`src/rtl/core/kea_pkg.sv`:
```
`default_nettype none

package kea_pkg;

   // Angle word: signed, with four integer bits.
   localparam int ANGLE_WIDTH = 32;
   localparam int FRAC        = ANGLE_WIDTH - 4;
   // Residual and its magnitude, with headroom for E - e*sin(E) - M.
   localparam int DELTA_WIDTH = ANGLE_WIDTH + 2;
   // Saturated quotient, at most 2^ANGLE_WIDTH.
   localparam int QUOT_WIDTH  = ANGLE_WIDTH + 1;
   // Denominator 2^46 - e*cos(E) lies in (0, 2^47].
   localparam int DEN_WIDTH   = 48;
   localparam int DEN_FRAC    = 46;

   localparam int CORDIC_STEPS = 31;
   localparam int STEP_WIDTH   = 5;
   localparam int XY_WIDTH     = 34;
   localparam int Z_WIDTH      = 36;
   localparam int PROD_WIDTH   = 51;

   localparam logic signed [Z_WIDTH-1:0]  PI_Q30      = 36'sd3373259426;
   localparam logic signed [Z_WIDTH-1:0]  TWO_PI_Q30  = 36'sd6746518852;
   localparam logic signed [Z_WIDTH-1:0]  HALF_PI_Q30 = 36'sd1686629713;
   localparam logic signed [XY_WIDTH-1:0] GAIN_Q30    = 34'sd652032874;

   localparam logic [28:0] TOLERANCE_RESET  = 29'd2684;
   localparam logic [7:0]  PASS_LIMIT_RESET = 8'd100;

   localparam int CSR_INDEX_WIDTH = 8;
   localparam int CSR_DATA_WIDTH  = 29;
   localparam logic [CSR_INDEX_WIDTH-1:0] CSR_TOLERANCE  = 8'd0;
   localparam logic [CSR_INDEX_WIDTH-1:0] CSR_PASS_LIMIT = 8'd1;

   typedef struct packed {
      logic signed [ANGLE_WIDTH-1:0] mean_anomaly;
      logic [15:0]                   eccentricity;
   } req_payload_type;

   typedef struct packed {
      logic signed [ANGLE_WIDTH-1:0] eccentric_anomaly;
      logic [8:0]                    passes_used;
      logic                          converged;
   } rsp_payload_type;

   typedef struct packed {
      logic busy;
      logic done;
   } div_status_type;

   // Arctangent of 2^-i in Q2.30.
   function automatic logic [Z_WIDTH-1:0] atan_q30(input logic [STEP_WIDTH-1:0] i);
      logic [Z_WIDTH-1:0] v;
      case (i)
         5'd0:  v = 36'd843314856;
         5'd1:  v = 36'd497837829;
         5'd2:  v = 36'd263043836;
         5'd3:  v = 36'd133525158;
         5'd4:  v = 36'd67021686;
         5'd5:  v = 36'd33543515;
         5'd6:  v = 36'd16775850;
         5'd7:  v = 36'd8388437;
         5'd8:  v = 36'd4194282;
         5'd9:  v = 36'd2097149;
         5'd10: v = 36'd1048575;
         5'd11: v = 36'd524287;
         5'd12: v = 36'd262143;
         5'd13: v = 36'd131071;
         5'd14: v = 36'd65535;
         5'd15: v = 36'd32767;
         5'd16: v = 36'd16383;
         5'd17: v = 36'd8191;
         5'd18: v = 36'd4095;
         5'd19: v = 36'd2047;
         5'd20: v = 36'd1023;
         5'd21: v = 36'd511;
         5'd22: v = 36'd255;
         5'd23: v = 36'd127;
         5'd24: v = 36'd63;
         5'd25: v = 36'd31;
         5'd26: v = 36'd15;
         5'd27: v = 36'd8;
         5'd28: v = 36'd4;
         5'd29: v = 36'd2;
         5'd30: v = 36'd1;
         default: v = '0;
      endcase
      return v;
   endfunction

endpackage

`default_nettype wire

```
`src/rtl/core/kea_div.sv`:
```
`default_nettype none

module kea_div
   import kea_pkg::*;
(
   input  wire logic                   clock,
   input  wire logic                   reset,
   input  wire logic                   start,
   input  wire logic [DELTA_WIDTH-1:0] num,
   input  wire logic [DEN_WIDTH-1:0]   den,
   output div_status_type              status,
   output logic [QUOT_WIDTH-1:0]       quotient
);

   // One restoring step per cycle over the numerator bits and the
   // fraction bits that follow them.
   localparam int STEPS   = DELTA_WIDTH + DEN_FRAC;
   localparam int CNT_W   = $clog2(STEPS + 1);
   localparam int QW      = ANGLE_WIDTH + 2;
   localparam int RW      = DEN_WIDTH + 1;
   localparam logic [QW-1:0] CAP = QW'(1) << ANGLE_WIDTH;

   logic [CNT_W-1:0]       cnt_ff, cnt_in;
   logic                   busy_ff, busy_in;
   logic                   done_ff, done_in;
   logic [DELTA_WIDTH-1:0] nsr_ff, nsr_in;
   logic [RW-1:0]          rem_ff, rem_in;
   logic [QW-1:0]          q_ff, q_in;
   logic [DEN_WIDTH-1:0]   den_ff, den_in;
   logic [RW-1:0]          rem_sh;
   logic [QW-1:0]          q_sh;

   always_comb begin
      cnt_in  = cnt_ff;
      busy_in = busy_ff;
      done_in = 1'b0;
      nsr_in  = nsr_ff;
      rem_in  = rem_ff;
      q_in    = q_ff;
      den_in  = den_ff;
      rem_sh  = {rem_ff[RW-2:0], nsr_ff[DELTA_WIDTH-1]};
      q_sh    = (q_ff >= CAP) ? CAP : (q_ff << 1);
      if (start) begin
         busy_in = 1'b1;
         cnt_in  = CNT_W'(STEPS);
         nsr_in  = num;
         rem_in  = '0;
         q_in    = '0;
         den_in  = den;
      end else if (busy_ff) begin
         nsr_in = nsr_ff << 1;
         if (rem_sh >= {1'b0, den_ff}) begin
            rem_in = rem_sh - {1'b0, den_ff};
            if (q_sh < CAP) begin
               q_sh = q_sh | QW'(1);
            end
         end else begin
            rem_in = rem_sh;
         end
         q_in   = (q_sh > CAP) ? CAP : q_sh;
         cnt_in = cnt_ff - CNT_W'(1);
         if (cnt_ff == CNT_W'(1)) begin
            busy_in = 1'b0;
            done_in = 1'b1;
         end
      end
   end

   always_ff @(posedge clock) begin
      if (reset) begin
         busy_ff <= 1'b0;
         done_ff <= 1'b0;
         cnt_ff  <= '0;
      end else begin
         busy_ff <= busy_in;
         done_ff <= done_in;
         cnt_ff  <= cnt_in;
      end
      nsr_ff <= nsr_in;
      rem_ff <= rem_in;
      q_ff   <= q_in;
      den_ff <= den_in;
   end

   assign status.busy = busy_ff;
   assign status.done = done_ff;
   assign quotient    = q_ff[QUOT_WIDTH-1:0];

endmodule

`default_nettype wire

```
`src/rtl/core/kepler_eccentric_anomaly.sv`:
```
`default_nettype none

// Kepler equation solver: for each transfer on the req_ channel (mean
// anomaly M and eccentricity e) it returns one transfer on the rsp_
// channel holding the eccentric anomaly E with E - e*sin(E) = M, the
// number of Newton passes used and a converged flag.
// The block takes one item at a time; req_ready is low from the
// accepted transfer until the result has been loaded into the output
// register. Each Newton pass runs a 31-step CORDIC for sine and cosine
// and a first use of one shared 17x34 multiplier for e*sin(E). A pass
// that has not converged makes a second use of the multiplier, for
// e*cos(E), and runs a restoring divider that retires one quotient bit
// per cycle and takes most of the pass; a converging pass skips the
// second multiply and the divider.
// The result sits in an output register: a stall on rsp_ready holds it
// there, and the solver finishes the next item and then waits only if
// the previous result has still not been taken.
// The csr_ channel is always ready; index 0 writes the tolerance and
// index 1 the pass limit, other indices are ignored. Synchronous reset
// restores both to their defaults and empties the block.

module kepler_eccentric_anomaly
   import kea_pkg::*;
(
   input  wire logic                       clock,
   input  wire logic                       reset,
   input  wire logic                       req_valid,
   output logic                            req_ready,
   input  wire req_payload_type            req_payload,
   output logic                            rsp_valid,
   input  wire logic                       rsp_ready,
   output rsp_payload_type                 rsp_payload,
   input  wire logic                       csr_valid,
   output logic                            csr_ready,
   input  wire logic [CSR_INDEX_WIDTH-1:0] csr_index,
   input  wire logic [CSR_DATA_WIDTH-1:0]  csr_data
);

   localparam int AW  = ANGLE_WIDTH;
   localparam int DW  = DELTA_WIDTH;
   localparam int ZSL = (FRAC < 30) ? 30 - FRAC : 0;
   localparam int ZSR = (FRAC >= 30) ? FRAC - 30 : 0;
   localparam int TSL = (FRAC >= 28) ? FRAC - 28 : 0;
   localparam int TSR = (FRAC < 28) ? 28 - FRAC : 0;
   localparam int PSR = DEN_FRAC - FRAC;
   localparam int EW  = AW + 3;

   localparam logic signed [AW-1:0] E_MAX = {1'b0, {(AW-1){1'b1}}};
   localparam logic signed [AW-1:0] E_MIN = {1'b1, {(AW-1){1'b0}}};

   typedef enum logic [3:0] {
      ST_IDLE,
      ST_TEST,
      ST_REDUCE,
      ST_ROTATE,
      ST_MUL_S,
      ST_DELTA,
      ST_MUL_C,
      ST_DEN,
      ST_DIV_GO,
      ST_DIV,
      ST_UPDATE,
      ST_FINISH
   } state_type;

   state_type                    state_ff;
   logic [28:0]                  tolerance_ff;
   logic [7:0]                   pass_limit_ff;
   logic signed [AW-1:0]         m_ff;
   logic [15:0]                  ecc_ff;
   logic signed [AW-1:0]         e_ff;
   logic [8:0]                   iter_ff;
   logic                         conv_ff;
   logic signed [Z_WIDTH-1:0]    z_ff;
   logic signed [XY_WIDTH-1:0]   x_ff, y_ff;
   logic                         neg_ff;
   logic [STEP_WIDTH-1:0]        step_ff;
   logic signed [PROD_WIDTH-1:0] prod_ff;
   logic signed [DW-1:0]         delta_ff;
   logic [DEN_WIDTH-1:0]         den_ff;
   logic                         rsp_valid_ff;
   rsp_payload_type              rsp_ff;

   logic signed [63:0]           z_wide;
   logic signed [Z_WIDTH-1:0]    z_init;
   logic signed [DW-1:0]         tol;
   logic signed [63:0]           tol_wide;
   logic signed [XY_WIDTH-1:0]   sin_v, cos_v, mul_b;
   logic signed [PROD_WIDTH-1:0] mul_p;
   logic signed [PROD_WIDTH-1:0] term_wide;
   logic signed [DW-1:0]         delta_new;
   logic [DW-1:0]                abs_delta;
   logic signed [DEN_WIDTH:0]    den_wide;
   logic signed [XY_WIDTH-1:0]   x_sh, y_sh;
   logic signed [EW-1:0]         e_wide;
   logic signed [AW-1:0]         e_sat;
   logic                         div_start;
   div_status_type               div_status;
   logic [QUOT_WIDTH-1:0]        div_q;
   logic                         rsp_load;

   // Angle rescaled to Q2.30 for the CORDIC, and tolerance to FRAC bits.
   assign z_wide   = (64'(e_ff) <<< ZSL) >>> ZSR;
   assign z_init   = z_wide[Z_WIDTH-1:0];
   assign tol_wide = (64'({35'd0, tolerance_ff}) << TSL) >> TSR;
   assign tol      = tol_wide[DW-1:0];

   // Folded results of the rotation.
   assign sin_v = neg_ff ? -y_ff : y_ff;
   assign cos_v = neg_ff ? -x_ff : x_ff;

   // The one multiplier: eccentricity times sine, later times cosine.
   assign mul_b = (state_ff == ST_MUL_S) ? sin_v : cos_v;
   assign mul_p = PROD_WIDTH'($signed({1'b0, ecc_ff}) * mul_b);

   assign term_wide = prod_ff >>> PSR;
   assign delta_new = DW'(e_ff) - term_wide[DW-1:0] - DW'(m_ff);
   assign abs_delta = delta_ff[DW-1] ? DW'(-delta_ff) : DW'(delta_ff);
   assign den_wide  = (49'sd1 <<< DEN_FRAC) - (DEN_WIDTH+1)'(prod_ff);

   assign x_sh = x_ff >>> step_ff;
   assign y_sh = y_ff >>> step_ff;

   // Newton update with saturation to the angle range.
   always_comb begin
      if (delta_ff[DW-1]) begin
         e_wide = EW'(e_ff) + $signed({2'b00, div_q});
      end else begin
         e_wide = EW'(e_ff) - $signed({2'b00, div_q});
      end
      if (e_wide > EW'(E_MAX)) begin
         e_sat = E_MAX;
      end else if (e_wide < EW'(E_MIN)) begin
         e_sat = E_MIN;
      end else begin
         e_sat = e_wide[AW-1:0];
      end
   end

   assign div_start = (state_ff == ST_DIV_GO);

   // The finished result moves to the output register once it is free.
   assign rsp_load = (state_ff == ST_FINISH) && (!rsp_valid_ff || rsp_ready);

   kea_div u_div (
      .clock    (clock),
      .reset    (reset),
      .start    (div_start),
      .num      (abs_delta),
      .den      (den_ff),
      .status   (div_status),
      .quotient (div_q)
   );

   always_ff @(posedge clock) begin
      if (reset) begin
         state_ff      <= ST_IDLE;
         tolerance_ff  <= TOLERANCE_RESET;
         pass_limit_ff <= PASS_LIMIT_RESET;
         rsp_valid_ff  <= 1'b0;
      end else begin
         if (csr_valid) begin
            case (csr_index)
               CSR_TOLERANCE:  tolerance_ff  <= csr_data;
               CSR_PASS_LIMIT: pass_limit_ff <= csr_data[7:0];
               default: ;
            endcase
         end
         if (rsp_load) begin
            rsp_valid_ff <= 1'b1;
         end else if (rsp_valid_ff && rsp_ready) begin
            rsp_valid_ff <= 1'b0;
         end
         case (state_ff)
            ST_IDLE: begin
               if (req_valid) begin
                  m_ff     <= req_payload.mean_anomaly;
                  ecc_ff   <= req_payload.eccentricity;
                  e_ff     <= req_payload.mean_anomaly;
                  iter_ff  <= '0;
                  conv_ff  <= 1'b0;
                  state_ff <= ST_TEST;
               end
            end
            ST_TEST: begin
               // The count is tested before it is bumped.
               iter_ff <= iter_ff + 9'd1;
               if (iter_ff > {1'b0, pass_limit_ff}) begin
                  state_ff <= ST_FINISH;
               end else begin
                  z_ff     <= z_init;
                  state_ff <= ST_REDUCE;
               end
            end
            ST_REDUCE: begin
               if (z_ff > PI_Q30) begin
                  z_ff <= z_ff - TWO_PI_Q30;
               end else if (z_ff < -PI_Q30) begin
                  z_ff <= z_ff + TWO_PI_Q30;
               end else begin
                  if (z_ff > HALF_PI_Q30) begin
                     z_ff   <= z_ff - PI_Q30;
                     neg_ff <= 1'b1;
                  end else if (z_ff < -HALF_PI_Q30) begin
                     z_ff   <= z_ff + PI_Q30;
                     neg_ff <= 1'b1;
                  end else begin
                     neg_ff <= 1'b0;
                  end
                  x_ff     <= GAIN_Q30;
                  y_ff     <= '0;
                  step_ff  <= '0;
                  state_ff <= ST_ROTATE;
               end
            end
            ST_ROTATE: begin
               if (z_ff >= 0) begin
                  x_ff <= x_ff - y_sh;
                  y_ff <= y_ff + x_sh;
                  z_ff <= z_ff - $signed(atan_q30(step_ff));
               end else begin
                  x_ff <= x_ff + y_sh;
                  y_ff <= y_ff - x_sh;
                  z_ff <= z_ff + $signed(atan_q30(step_ff));
               end
               step_ff <= step_ff + STEP_WIDTH'(1);
               if (step_ff == STEP_WIDTH'(CORDIC_STEPS - 1)) begin
                  state_ff <= ST_MUL_S;
               end
            end
            ST_MUL_S: begin
               prod_ff  <= mul_p;
               state_ff <= ST_DELTA;
            end
            ST_DELTA: begin
               delta_ff <= delta_new;
               state_ff <= ST_MUL_C;
            end
            ST_MUL_C: begin
               if ($signed(abs_delta) < tol) begin
                  conv_ff  <= 1'b1;
                  state_ff <= ST_FINISH;
               end else begin
                  prod_ff  <= mul_p;
                  state_ff <= ST_DEN;
               end
            end
            ST_DEN: begin
               // Cannot go non-positive for e below one; clamp anyway.
               if (den_wide < 1) begin
                  den_ff <= DEN_WIDTH'(1);
               end else begin
                  den_ff <= den_wide[DEN_WIDTH-1:0];
               end
               state_ff <= ST_DIV_GO;
            end
            ST_DIV_GO: begin
               state_ff <= ST_DIV;
            end
            ST_DIV: begin
               if (div_status.done) begin
                  state_ff <= ST_UPDATE;
               end
            end
            ST_UPDATE: begin
               e_ff     <= e_sat;
               state_ff <= ST_TEST;
            end
            ST_FINISH: begin
               if (rsp_load) begin
                  rsp_ff.eccentric_anomaly <= e_ff;
                  rsp_ff.passes_used       <= iter_ff;
                  rsp_ff.converged         <= conv_ff;
                  state_ff                 <= ST_IDLE;
               end
            end
            default: state_ff <= ST_IDLE;
         endcase
      end
   end

   assign req_ready   = (state_ff == ST_IDLE);
   assign csr_ready   = 1'b1;
   assign rsp_valid   = rsp_valid_ff;
   assign rsp_payload = rsp_ff;

   // A new item is taken only once the previous one is out of the solver.
   a_one_at_a_time: assert property (@(posedge clock) disable iff (reset)
      req_valid && req_ready |=> !req_ready)
      else $error("item accepted while solver busy");

   // The divider runs only while the sequencer waits on it.
   a_div_owned: assert property (@(posedge clock) disable iff (reset)
      div_status.busy |-> state_ff == ST_DIV)
      else $error("divider busy outside its state");

   // A result always reports at least one pass.
   a_passes_nonzero: assert property (@(posedge clock) disable iff (reset)
      rsp_valid |-> rsp_payload.passes_used != 9'd0)
      else $error("result with zero passes");

   // A search stopped by the limit used exactly limit plus two counts.
   a_limit_count: assert property (@(posedge clock) disable iff (reset)
      $rose(rsp_valid) && !rsp_payload.converged
         |-> rsp_payload.passes_used == {1'b0, pass_limit_ff} + 9'd2)
      else $error("pass count wrong at limit");

endmodule

`default_nettype wire
```
`config.mk`:
```
export PLATFORM = sky130hd
export DESIGN_NAME = kepler_eccentric_anomaly
export DESIGN_NICKNAME = d
export VERILOG_FILES = /design/src/rtl/core/kea_pkg.sv /design/src/rtl/core/kea_div.sv /design/src/rtl/core/kepler_eccentric_anomaly.sv
export SDC_FILE = /design/constraint.sdc
export NUM_CORES = 2
export LEC_CHECK = 0
export BUFFER_PORTS_ARGS = -buffer_cell sky130_fd_sc_hd__buf_2
export CAP_MARGIN = 20
export CORE_MARGIN = 5
export CORE_UTILIZATION = 40
export DETAILED_ROUTE_END_ITERATION = 12
export SLEW_MARGIN = 30
export SYNTH_ARGS = -nofsm -noshare
export SYNTH_HDL_FRONTEND = slang
export SYNTH_HIERARCHICAL = 1
export SYNTH_SLANG_ARGS = --single-unit
export TNS_END_PERCENT = 20
```
`constraint.sdc`:
```
create_clock -name clock -period 9.43 [get_ports clock]
set_clock_uncertainty 0.1 [all_clocks]
set_input_delay 1.886 -clock clock [delete_from_list [all_inputs] [get_ports clock]]
set_output_delay 1.886 -clock clock [all_outputs]
set_load 0.02 [all_outputs]
```
* Yosys cells after proc, flatten, opt, wreduce, memory -nomap -nowiden
Memories as Yosys holds them, arrays and structs flattened. A register that Yosys moved wholly into a read port is not among the register bits.
Cells that the tools add are included.
** Storage, ports and cells
- Flip-flop bits (word level) :: 590
- Memory bits (read-only) :: 1920
- Bits of input ports :: 90
- Output and inout port bits :: 45
- Memories kept :: 2
** Memory list
- (name not given) :: depth 32, width 30, rd ports 1, clocked after Yosys merged registers in 1, write ports 0, RTL line kea_pkg.sv:54 : case (i)
- (name not given) :: depth 32, width 30, rd ports 1, clocked after Yosys merged registers in 1, write ports 0, RTL line kea_pkg.sv:54
** Operators by class
- $add $sub $neg :: 22
- Multiply operators :: 1
- $lt $le $gt $ge :: 14
- Equality and inequality tests :: 24
- Shift operators :: 2
- Muxes and demuxes :: 69
- Bitwise operators :: 4
- Reduce and logical (&&, ||, !) cells :: 30
** Operators with widths (count)
- $mux 34 :: 16
- $mux 36 :: 12
- $pmux 34 s2 :: 2
- $pmux 36 s3 :: 1
- $neg 34->34 :: 3
- $pmux 51 s2 :: 1
- $sub 34x34->34 :: 3
- $mux 32 :: 3
- $add 34x34->34 :: 2
- $sshr 34x5->34 :: 2
- $pmux 32 s2 :: 1
- $mul 17x34->51 :: 1
- $mux 51 :: 1
- $ge 49x48->1 :: 1
- $lt 49x2->1 const B :: 1
- $sub 48x49->49 const A :: 1
- $mux 48 :: 1
- $pmux 4 s12 :: 1
- $sub 48x48->48 :: 1
- $add 36x33->36 const B :: 1
- $add 36x34->36 const B :: 1
- $add 36x36->36 :: 1
- $ge 36x1->1 const B :: 1
- $gt 36x32->1 const B :: 1
- 52 further kinds :: 107

* Logic depth before layout (Yosys ltp)
- Depth in word-level cells :: 9
- Mapped depth :: 35
- Depth with buffers taken out :: 34

* Modules after synthesis
The synthesis kept the hierarchy.
** Modules (own cells, without submodules)
- kepler_eccentric_anomaly :: times used 1, cells an instance 6769, area an instance 59106.7 um^2
- kea_div :: times used 1, cells an instance 1019, area an instance 9720.6 um^2

* Least setup slack after synthesis
No wires, ideal clock.
- Path kind :: flip-flop to flip-flop
- From :: register x_ff[2]
- To :: register prod_ff[49], data pin
- Library setup time :: 0.261 ns
- Arrival time :: 9.046 ns
- Required time :: 9.069 ns
- Path slack :: 0.023 ns
- Stages on the path, launching flop included :: 32
- Buffers on the path :: 3
- Clock period less this slack :: 9.407 ns
- Cells stage by stage :: edfxtp_1 > or4_1 > or3_1 > clkbuf_1 > nor3_1 > nand2b_1 > o311ai_0 > a21boi_0 > a2111oi_1 > clkbuf_1 > nand2_1 > fa_1 > inv_1 > fa_1 > fa_1 > fa_1 > fa_1 > inv_1 > fa_1 > inv_1 > ha_1 > clkbuf_1 > nand2_1 > o21ai_0 > nor4_1 > o41ai_1 > a311oi_1 > a21boi_0 > o311a_1 > o211ai_1 > nor4_1 > a311o_1
** On the way
- Word-level cells in the longest chain between the ends :: 6
** RTL lines
- start: declaration :: RTL line kepler_eccentric_anomaly.sv:75 : logic signed [XY_WIDTH-1:0] x_ff, y_ff;
- start signal: assignment :: RTL line kepler_eccentric_anomaly.sv:218 : x_ff <= x_ff - y_sh;
- start signal: assignment :: RTL line kepler_eccentric_anomaly.sv:222 : x_ff <= x_ff + y_sh;
- $neg 34->34 :: RTL line kepler_eccentric_anomaly.sv:110 : assign cos_v = neg_ff ? -x_ff : x_ff;
- $mux 34 * :: RTL line kepler_eccentric_anomaly.sv:110
- $mux 34 * :: RTL line kepler_eccentric_anomaly.sv:113 : assign mul_b = (state_ff == ST_MUL_S) ? sin_v : cos_v;
- $mul 17x34->51 * :: RTL line kepler_eccentric_anomaly.sv:114 : assign mul_p = PROD_WIDTH'($signed({1'b0, ecc_ff}) * mul_b);
- named net mul_p[49] :: RTL line kepler_eccentric_anomaly.sv:89 : logic signed [PROD_WIDTH-1:0] mul_p;
- $mux 51 :: RTL line kepler_eccentric_anomaly.sv:240 : if ($signed(abs_delta) < tol) begin
- $pmux 51 s2 * :: RTL line kepler_eccentric_anomaly.sv:174 : case (state_ff)
- end signal: assignment :: RTL line kepler_eccentric_anomaly.sv:232 : prod_ff <= mul_p;
- end signal: assignment :: RTL line kepler_eccentric_anomaly.sv:244 : prod_ff <= mul_p;
- end: declaration :: RTL line kepler_eccentric_anomaly.sv:78 : logic signed [PROD_WIDTH-1:0] prod_ff;
Mark *: on every way through the listed nets, which the timed path passes. The rest lies on a longest branch. The select of a mux whose other input is x is not followed.
A chain may end at the register's enable or synchronous reset.

* Worst setup path in the final report
- From :: register x_ff[0]
- To :: register prod_ff[49], data pin
Same word-level chain as after synthesis.

==> impl_metrics.env <==
export IMPL_clk_latency_ns=0.73
export IMPL_io_buffers=133
export IMPL_cp_common_cell="fa_1"
export IMPL_syn_num_nets=8834
export IMPL_clkTransAtPathRegs_ns=0.06
export IMPL_setup_viol=0
export IMPL_fp_row_count=152
export IMPL_antenna_found_initial=10
export IMPL_fillCellCount=16728
export IMPL_timing_hold_violations_final=0
export IMPL_final_antenna_net_count=0
export IMPL_start_util_pct=40.2
export IMPL_cts_root_buf="clkbuf_16"
export IMPL_synth_cell_area_um2=68800
export IMPL_post_drt_via_cell_ratio=5.73
export IMPL_routed_wl_mm=221
export IMPL_hpwlAfterDp_mm=172
export IMPL_drv_slew=0
export IMPL_cts_tree="yes"
export IMPL_grt_setup_unrepaired="true"
export IMPL_die_h_um=425
export IMPL_min_from="den_ff[33]$_SDFFCE_PP0P_"
export IMPL_io_pins=135
export IMPL_min_period_ns=9.05
export IMPL_drc_errors=0
export IMPL_area_growth_pct=9.89
export IMPL_status="finished clean"
export IMPL_worstPathRequired_ns=9.81
export IMPL_worstSetupPathType="reg2reg"
export IMPL_post_route_period_util_pct=95.9
export IMPL_via_count=58363
export IMPL_final_net_count=8847
export IMPL_rr_startpoint="x_ff[0]$_SDFFCE_PN0P_"
export IMPL_cts_buffers=79
export IMPL_place_gp_congestion=0.960
export IMPL_grt_max_degree=78
export IMPL_hold_depth=0
export IMPL_cts_htree_levels=3
export IMPL_firstDrtPassIters=7
export IMPL_avgSynthCellArea_um2=8.84
export IMPL_startpoint_type="flop"
export IMPL_clock_sinks=620
export IMPL_grt_pass1_wl_mm=340
export IMPL_synth_warnings=6
export IMPL_reg2reg_to="prod_ff[49]$_DFFE_PP_"
export IMPL_place_inst=10025
export IMPL_max_freq_ghz=0.111
export IMPL_drt_iter0_drc=5199
export IMPL_worst_pin_slew_ns=1.05
export IMPL_worst_r2r_setup_slack_ns=0.38
export IMPL_path_max_fanout=8
export IMPL_hp_class="reg2reg"
export IMPL_cpMaxStageDelayCell="fa_1"
export IMPL_die_area_um2=180000
export IMPL_cts_max_path_buffers=3
export IMPL_slowest_delay_ns=0.54
export IMPL_grt_pass1_vias=57724
export IMPL_postCtsHoldBufs=0
export IMPL_slew_headroom_pct=30.0
export IMPL_drive_above_1_share_pct=9.88
export IMPL_grt_overflow=0
export IMPL_gr_usage_all_layers_pct=23.9
export IMPL_placeableCoreArea_um2=171000
export IMPL_cp_end_kind="flop"
export IMPL_max_cap_violations=0
export IMPL_fin_cells=10178
export IMPL_synthCells=7787
export IMPL_rr_worst_depth=33
export IMPL_drt_wirelength_per_cell_um=21.7
export IMPL_min_to="u_div/den_ff[33]$_DFFE_PP_"
export IMPL_worstPathArrival_ns=9.43
export IMPL_dieWidth_um=425
==> routing by layer <==
layer	GRT usage (%)	routed length, um
met1	31.3	92500
met3	4.16	16100
met5	0	12
met4	9.48	10000
met2	39.5	103000
==> final cells by class <==
cell class              instances  area, um2  area share (%)
clock inverters                57        835            1.10
clock buffers                  89       2030            2.69
well taps                    2310       2890            3.82
diodes                          3       7.51         0.00993
repair buffers                378       2670            3.53
flip-flops and latches        620      17000            22.5
multi-input cells            5858      47000            62.1
inverters                     863       3240            4.28
==> state kept, by name, indices dropped and copies added, names as in the netlist, 32 cells and up, named ones only <==
register,cells
prod_ff,51
u_div/den_ff,48
den_ff,48
u_div/nsr_ff,34
y_ff,34
u_div/q_ff,34
u_div/rem_ff,48
x_ff,34
rsp_payload,42
e_ff,32
m_ff,32
delta_ff,34
z_ff,36
==> repair_timing <==
action / in CTS / in global routing
setup buffers: 0 / 3
resized for setup: 0 / 29
endpoints found under the setup margin: 0 / 11
==> per-stage QoR <==
stage,hold slack (ns),cell area (um2),utilization (%),TNS (ns),setup WS (ns)
detailed placement,0.305,72500,42.3,0,0.135
finish,0.310,75600,44.1,0,0.382
global route,0.315,75600,44.1,-0.125,-0.0686
floorplan,0.300,68800,-,0,0.0229
CTS,0.312,75400,44.0,0,0.0967
global placement,0.303,72500,42.3,0,0.198
==> critical path: cells and delay by family (launching register included) <==
family	cells	cell delay [ns]
adders and majority gates	8	3.52
and+or+nand+nor	10	1.96
AOI/OAI and AO/OA	7	1.83
buffers and inverters	7	0.72
DFF	1	0.38
muxes	1	0.28
==> worst max path at each step <==
stage | start | cells past startpoint | endpoint
finish | x_ff[0]$_SDFFCE_PN0P_ | 33 | prod_ff[49]$_DFFE_PP_
global route | x_ff[0]$_SDFFCE_PN0P_ | 33 | prod_ff[49]$_DFFE_PP_
CTS | x_ff[0]$_SDFFCE_PN0P_ | 32 | prod_ff[49]$_DFFE_PP_
detailed placement | x_ff[0]$_SDFFCE_PN0P_ | 32 | prod_ff[49]$_DFFE_PP_
global placement | x_ff[0]$_SDFFCE_PN0P_ | 32 | prod_ff[49]$_DFFE_PP_
floorplan | x_ff[2]$_SDFFCE_PN0P_ | 31 | prod_ff[49]$_DFFE_PP_
==> layout by cell type (no fill, tap or decap), types with 231 or more instances in the layout <==
cell	n
buf_4	231
and2_1	272
xnor2_1	285
nand2_1	903
nor2_1	515
a21oi_1	433
o21ai_0	329
inv_1	857
edfxtp_1	457
ha_1	400
fa_1	553
Power is left out: the tool's default activity adds up to more than one toggle a clock period on the data nets, which glitch-free logic cannot reach.
